$ cat src/rtl/esf_pkg.sv
// Shared types, constants and helpers for the exchange field stencil engine.
// Used by esf_div and exchange_field_stencil_engine; depends on nothing.
package esf_pkg;

  // Grid geometry
  localparam int GRID_SIDE = 32;
  localparam int COORD_W   = $clog2(GRID_SIDE);
  localparam int SIZE_W    = COORD_W + 1;
  localparam int ADDR_W    = 3 * COORD_W;

  // Field formats
  localparam int MAG_BITS  = 16;
  localparam int MS_W      = 24;
  localparam int WGT_W     = 32;
  localparam int STIFF_W   = 48;
  localparam int FIELD_W   = 32;
  localparam int ENTRY_W   = 3 * MAG_BITS + MS_W;

  // Datapath widths
  localparam int D_W       = MAG_BITS + 3;     // per-axis second difference
  localparam int ACC_W     = MAG_BITS + 36;    // signed Laplacian sum
  localparam int AMAG_W    = MAG_BITS + 35;    // its magnitude
  localparam int MUL_W     = 32;               // shared multiplier operand width
  localparam int P_W       = AMAG_W + STIFF_W; // scaled product
  localparam int OUT_SHIFT = MAG_BITS + 23;
  localparam int V_W       = P_W - OUT_SHIFT;  // dividend before division
  localparam int Q_W       = 33;               // quotient bits kept
  localparam int NUM_W     = MS_W + Q_W;       // dividend bits when quotient fits

  // Request codes
  localparam logic REQ_WRITE   = 1'b0;
  localparam logic REQ_COMPUTE = 1'b1;

  // Boundary codes
  localparam logic [1:0] BC_OPEN     = 2'd0;
  localparam logic [1:0] BC_PERIODIC = 2'd1;
  localparam logic [1:0] BC_MIRROR   = 2'd2;

  // Register indexes
  localparam logic [2:0] REG_GRID_X  = 3'd0;
  localparam logic [2:0] REG_GRID_Y  = 3'd1;
  localparam logic [2:0] REG_GRID_Z  = 3'd2;
  localparam logic [2:0] REG_INV_DX2 = 3'd3;
  localparam logic [2:0] REG_INV_DY2 = 3'd4;
  localparam logic [2:0] REG_INV_DZ2 = 3'd5;
  localparam logic [2:0] REG_STIFF   = 3'd6;
  localparam logic [2:0] REG_BC_MODE = 3'd7;

  // Clamp a grid size register to the usable range
  function automatic logic [SIZE_W-1:0] eff_size(input logic [5:0] r);
    logic [SIZE_W-1:0] s;
    if (r == 6'd0) begin
      s = SIZE_W'(1);
    end else if (SIZE_W'(r) > SIZE_W'(GRID_SIDE) || r > 6'(GRID_SIDE)) begin
      s = SIZE_W'(GRID_SIDE);
    end else begin
      s = SIZE_W'(r);
    end
    return s;
  endfunction

endpackage

$ cat src/rtl/esf_div.sv
// Restoring divider, one quotient bit per cycle, for the field scaling.
// Depends on esf_pkg for widths.
module esf_div (
  input  logic                         clk,
  input  logic                         rst,
  input  logic                         go,
  input  logic [esf_pkg::NUM_W-1:0]    num,
  input  logic [esf_pkg::MS_W-1:0]     den,
  output logic                         fin,
  output logic [esf_pkg::Q_W-1:0]      quo
);

  logic [esf_pkg::MS_W-1:0] rem;
  logic [esf_pkg::Q_W-1:0]  low;
  logic [5:0]               cnt;
  logic [esf_pkg::MS_W:0]   trial;
  logic                     ge;

  // Trial subtract of the shifted partial remainder
  always_comb begin
    trial = {rem, low[esf_pkg::Q_W-1]};
    ge    = trial >= {1'b0, den};
  end

  // Load on go, then retire one quotient bit per cycle
  always_ff @(posedge clk) begin
    if (rst) begin
      cnt <= '0;
      fin <= 1'b0;
    end else begin
      fin <= 1'b0;
      if (go) begin
        rem <= num[esf_pkg::NUM_W-1:esf_pkg::Q_W];
        low <= num[esf_pkg::Q_W-1:0];
        cnt <= 6'(esf_pkg::Q_W);
      end else if (cnt != 6'd0) begin
        rem <= ge ? esf_pkg::MS_W'(trial - {1'b0, den}) : trial[esf_pkg::MS_W-1:0];
        low <= {low[esf_pkg::Q_W-2:0], 1'b0};
        quo <= {quo[esf_pkg::Q_W-2:0], ge};
        cnt <= cnt - 6'd1;
        fin <= (cnt == 6'd1);
      end
    end
  end

  // Partial remainder stays below the divisor
  a_rem_bound: assert property (@(posedge clk) disable iff (rst)
    (cnt != 6'd0 && !go) |-> rem < den) else $error("divider remainder out of range");
  a_fin_once: assert property (@(posedge clk) disable iff (rst)
    fin |=> !fin) else $error("divider finish not a single pulse");
  a_fin_idle: assert property (@(posedge clk) disable iff (rst)
    fin |-> cnt == 6'd0) else $error("divider finished while counting");

endmodule

$ cat config.mk
export PLATFORM = sky130hd
export DESIGN_NAME = esf_div
export DESIGN_NICKNAME = d
export VERILOG_FILES = /design/src/rtl/esf_pkg.sv /design/src/rtl/esf_div.sv
export SDC_FILE = /design/constraint.sdc
export NUM_CORES = 1
export LEC_CHECK = 0
export BUFFER_PORTS_ARGS = -buffer_cell sky130_fd_sc_hd__buf_4
export CORE_MARGIN = 5
export CORE_UTILIZATION = 55
export DETAILED_ROUTE_END_ITERATION = 6
export GPL_TIMING_DRIVEN = 1
export PLACE_DENSITY_LB_ADDON = 0.1
export SLEW_MARGIN = 25
export SYNTH_ARGS = -nofsm -noshare
export SYNTH_HDL_FRONTEND = slang
export SYNTH_SLANG_ARGS = --single-unit
$ cat constraint.sdc
create_clock -name clk -period 7.8 [get_ports clk]
set_input_delay 1.95 -clock clk [delete_from_list [all_inputs] [get_ports clk]]
set_output_delay 1.95 -clock clk [all_outputs]
set_load 0.01 [all_outputs]
# Yosys cells after proc, flatten, opt, wreduce, memory -nomap -nowiden
# Cells that the tools add are included.
[op_classes] addsub=2 n_mul=0 div_mod_pow=0 n_lt_le_gt_ge=1 n_eq_ne=1 shifts=0 mux=7 n_bitwise=3 reduce_logical=6
[op_table] cell="2-to-1 mux 24 bit" count=3
[op_table] cell="2-to-1 mux 33 bit" count=2
[op_table] cell="greater-or-equal comparator 25 x 24 -> 1 bit" count=1
[op_table] cell="subtractor 24 bit" count=1
[op_table] cell="2-to-1 mux 6 bit" count=2
[op_table] cell="equality test 6 x 1 -> 1 bit, second input constant" count=1
[op_table] cell="nonzero test 6 bit" count=1
[op_table] cell="subtractor 6 x 1 -> 6 bit, second input constant" count=1
[op_table] cell="inverter 1 bit" count=3
[op_table] cell="AND reduction 3 bit" count=1
[op_table] cell="OR reduction 3 bit" count=1
[op_table] cell="AND reduction 2 bit" count=1
[op_table] cell="nonzero test 2 bit" count=1
[op_table] cell="OR reduction 2 bit" count=1
[totals] ff_bits=97 latch_bits=0 ramBits=0 rom_bits=0 in_bits=84 wordCells=26 n_memories=0

# Logic depth before layout (Yosys ltp)
[depth] word_depth=4 depth_mapped=13 mapped_depth_nobuf=12

# Least setup slack after synthesis
# OpenSTA, ideal clock, no wires.
[synth_path] path_kind="input-to-reg" startpoint="in go" endpoint="reg low[0] (netlist name), enable pin" t_arrival_ns=5.804 slack_ns=1.490 stages=4 n_path_buf=2 path_cell_list="clkbuf_1 clkinv_1 clkbuf_1 a31oi_1"
[synth_between] elab_chain_cells=2
[synth_rtl] item="from (decl)" line="esf_div.sv:6" text="input logic go,"
[synth_rtl] item="nonzero test 2 bit (no source line)"
[synth_rtl] item="AND reduction 2 bit (no source line)"
[synth_rtl] item="to (signal assigned)" line="esf_div.sv:34" text="low <= num[esf_pkg::Q_W-1:0];"
[synth_rtl] item="to (signal assigned)" line="esf_div.sv:38" text="low <= {low[esf_pkg::Q_W-2:0], 1'b0};"
[synth_rtl] item="to (decl)" line="esf_div.sv:14" text="logic [esf_pkg::Q_W-1:0] low;"
# No other way between the ends.
# A chain may end at the register's enable or synchronous reset.

# Worst setup path in the final report
[layout_path] startpoint="in go" endpoint="reg low[21] (netlist name), enable pin"
# Same word-level chain as after synthesis.

==> impl_metrics.toml <==
[status]
status = "finished clean"

[logic_synthesis]
synth_ff_type = "edfxtp_1"
synthTopCellsByCount = "edfxtp_1 (90), inv_1 (35), mux2_2 (33), nand2_1 (31), ha_1 (27)"
synth.avg_cell_area_um2 = 12.1
synth_area_mm2 = 0.00523
syn_nets = 546
yosysSeqAreaShare_pct = 54.4
synth_top_cell_by_area = "edfxtp_1"
synth_edf_count = 90
syn_inst = 434
ys_async_sr_fraction_pct = 0
synth-seq-cells = 97
synth_warnings = 0
ys_top_cells_by_area = "edfxtp_1 (52%), mux2_2 (7.1%), ha_1 (6.5%)"
synthMostInstantiatedCell = "edfxtp_1"
synth_top_area_share_pct = 51.7
ys_types = 65

[pwr]
intPower_mw = 0.960
power.leakage_nw = 2.62
p_seq_share_pct = 48.3
pwr-share-clk_pct = 22.2
combPwrFrac_pct = 29.4
pwr_density_cell_mw_per_mm2 = 219
netSwitchingPower_mw = 0.437
irDropWorstVdd_mv = 0.145
switching_share_pct = 31.3

[layout]
final_layout_size_suffix_gt1_share_pct = 32.1
nets = 659
final_area_mm2 = 0.00638
area_delta_synth_final_pct = 22.1
antenna_cells = 0

[cts]
cts_root_buf = "clkbuf_8"
clkTransAtPathRegs_ns = 0.10
cts_resized = 0
postCtsSetupRepairBufs = 0
clk_latency_ns = 0.37
cts_max_path_buffers = 2
hold_buffers = 0
tritoncts = "yes"
cts_inserted_buffers = 9
h-tree-depth = 3
numClockSinks = 97

[floorplanning]
rows = 35
dieWidth_um = 108
die_area_mm2 = 0.0116
start_util_pct = 56.6
coreArea_mm2 = 0.00924
die_height_um = 108
num_io_pins = 118

[timing]
finClkSkew_ns = 0.0169
drv_slew = 0
maxSlewHeadroom_pct = 45.3
max_slew.worst_pin.slew_ns = 0.815
rsz0062_at_grt = "no"
hold_viol_final = 0
min_period_over_period_pct = 57.9
max_clock_freq_ghz = 0.221
setup_violations = 0
min_period_ns = 4.52
tns_ns = 0

[routing]
viasPerCell = 5.47
routedWlPerCell_um = 15.8
drt-initial-drc-count = 165
ant_nets = 0
drc = 0
drt_pass1_iterations = 4
wl_um = 10800
via_count = 3726

[global_routing]
grt_pass1_vias = 3628
antenna_found_initial = 0
grt_start_max_net_pins = 74
grt_pass1_wl_um = 17600
globalRouteOverflowTotal = 0
grt_use_total_pct = 19.2

[critical_path]
timing.rr.start = "low[32]"
r2r_setup_slack_ns = 4.51
critical_path_required_ns = 7.80
max_stage_delay_ns = 0.90
cp_top_family = "buffers and inverters"
crit_top_cell = "buf_4"
slowest_stage = "clkinv_1"
r2r-end = "rem[22]"
timing.critical_path.to = "low[21]"
path_depth = 4
start_kind = "input port"
ff2ff_path_depth = 12
worstSetupPathType = "in -> reg"
cp.buffers_inverters = 3
end_kind = "flop"
crit_start = "go"
critPathMaxFanout = 73
cp_cell_sequence = "buf_4 > clkinv_1 > a31oi_4 > buf_4"
crit_arrival_ns = 4.51

[job]
drv_cap = 0

[min_path]
hold_path_class = "reg -> reg"
whs_path_depth = 0

[place]
dp_hpwl_um = 7670
placed_area_mm2 = 0.00621
routabilityCongestion = 0.813
portBuffers = 117
[cells by family after synthesis]
logic type	Yosys count	synth area share (%)
flops	97	54.4
simple gates	100	9.52
fa+ha+maj	28	6.84
xor+xnor	22	3.68
mux	42	8.83
compound gates	92	12.5
buf+inv	53	4.28
[power by group through the flow]
stage | Sequential (mW) | Combinational [mW] | Clock, mW
final | 0.675 | 0.411 | 0.310
after global routing | 0.682 | 0.458 | 0.340
after CTS | 0.676 | 0.414 | 0.317
after detailed placement | 0.687 | 0.411 | 0
after global placement | 0.685 | 0.402 | 0
after floorplan | 0.688 | 0.302 | 0
[worst min path at each step]
stage,startpoint,to,slack (ns)
3_3_place_gp,quo[13],quo[14],0.43
4_1_cts,quo[14],quo[15],0.45
3_5_place_dp,quo[14],quo[15],0.44
5_1_grt,quo[2],quo[3],0.48
2_1_floorplan,cnt[1],cnt[1],0.49
6_report,quo[14],quo[15],0.46
[cell usage in the layout, fill, tap and decap left out, types with 3 or more instances in the layout]
master / instances
mux2_2: 33
clkbuf_8: 9
mux2i_1: 9
xor2_1: 6
ha_1: 27
nand3_1: 18
a2bb2oi_1: 3
o311ai_1: 7
nor2_1: 16
and2_1: 6
o21ai_0: 15
a21oi_1: 25
nand4_1: 3
nand2_1: 31
o311ai_0: 4
a21o_1: 9
xnor2_1: 16
nor3_1: 6
a31oi_1: 3
inv_1: 34
dfxtp_1: 7
buf_4: 118
or3_1: 3
edfxtp_1: 90
[layout make-up]
class	instances	area [um2]
multi-input combinational	284	2180
fill	688	2860
clock inverter	6	50.0
sequential	97	2840
clock buffer	10	128
tap	129	161
timing repair buffer	118	886
inverter	37	139
[sequential cells by signal (all words and copies together), names as in the netlist]
name and count:
low 33, quo 33, rem 24, cnt 6, fin 1
[stage by stage]
stage	instances	utilization, %	hold slack (ns)	total power [mW]	worst slack [ns]
3_3_place_gp	665	67.2	0.434	1.09	2.88
4_1_cts	681	69.1	0.454	1.41	3.23
3_5_place_dp	665	67.2	0.435	1.10	2.85
2_1_floorplan	434	-	0.487	0.989	1.49
5_1_grt	681	69.1	0.475	1.48	3.00
6_report	681	69.1	0.458	1.40	3.28
[routing by layer]
layer  wire length (um)  vias to the layer above  GRT usage (%)
met3                678                       13           5.34
li1                   -                     1856              -
met1               4760                     1761           25.7
met5                  0                        -              0
met2               5180                       96           30.7
met4                144                        0           5.32
(Power assumes the default switching activity.)
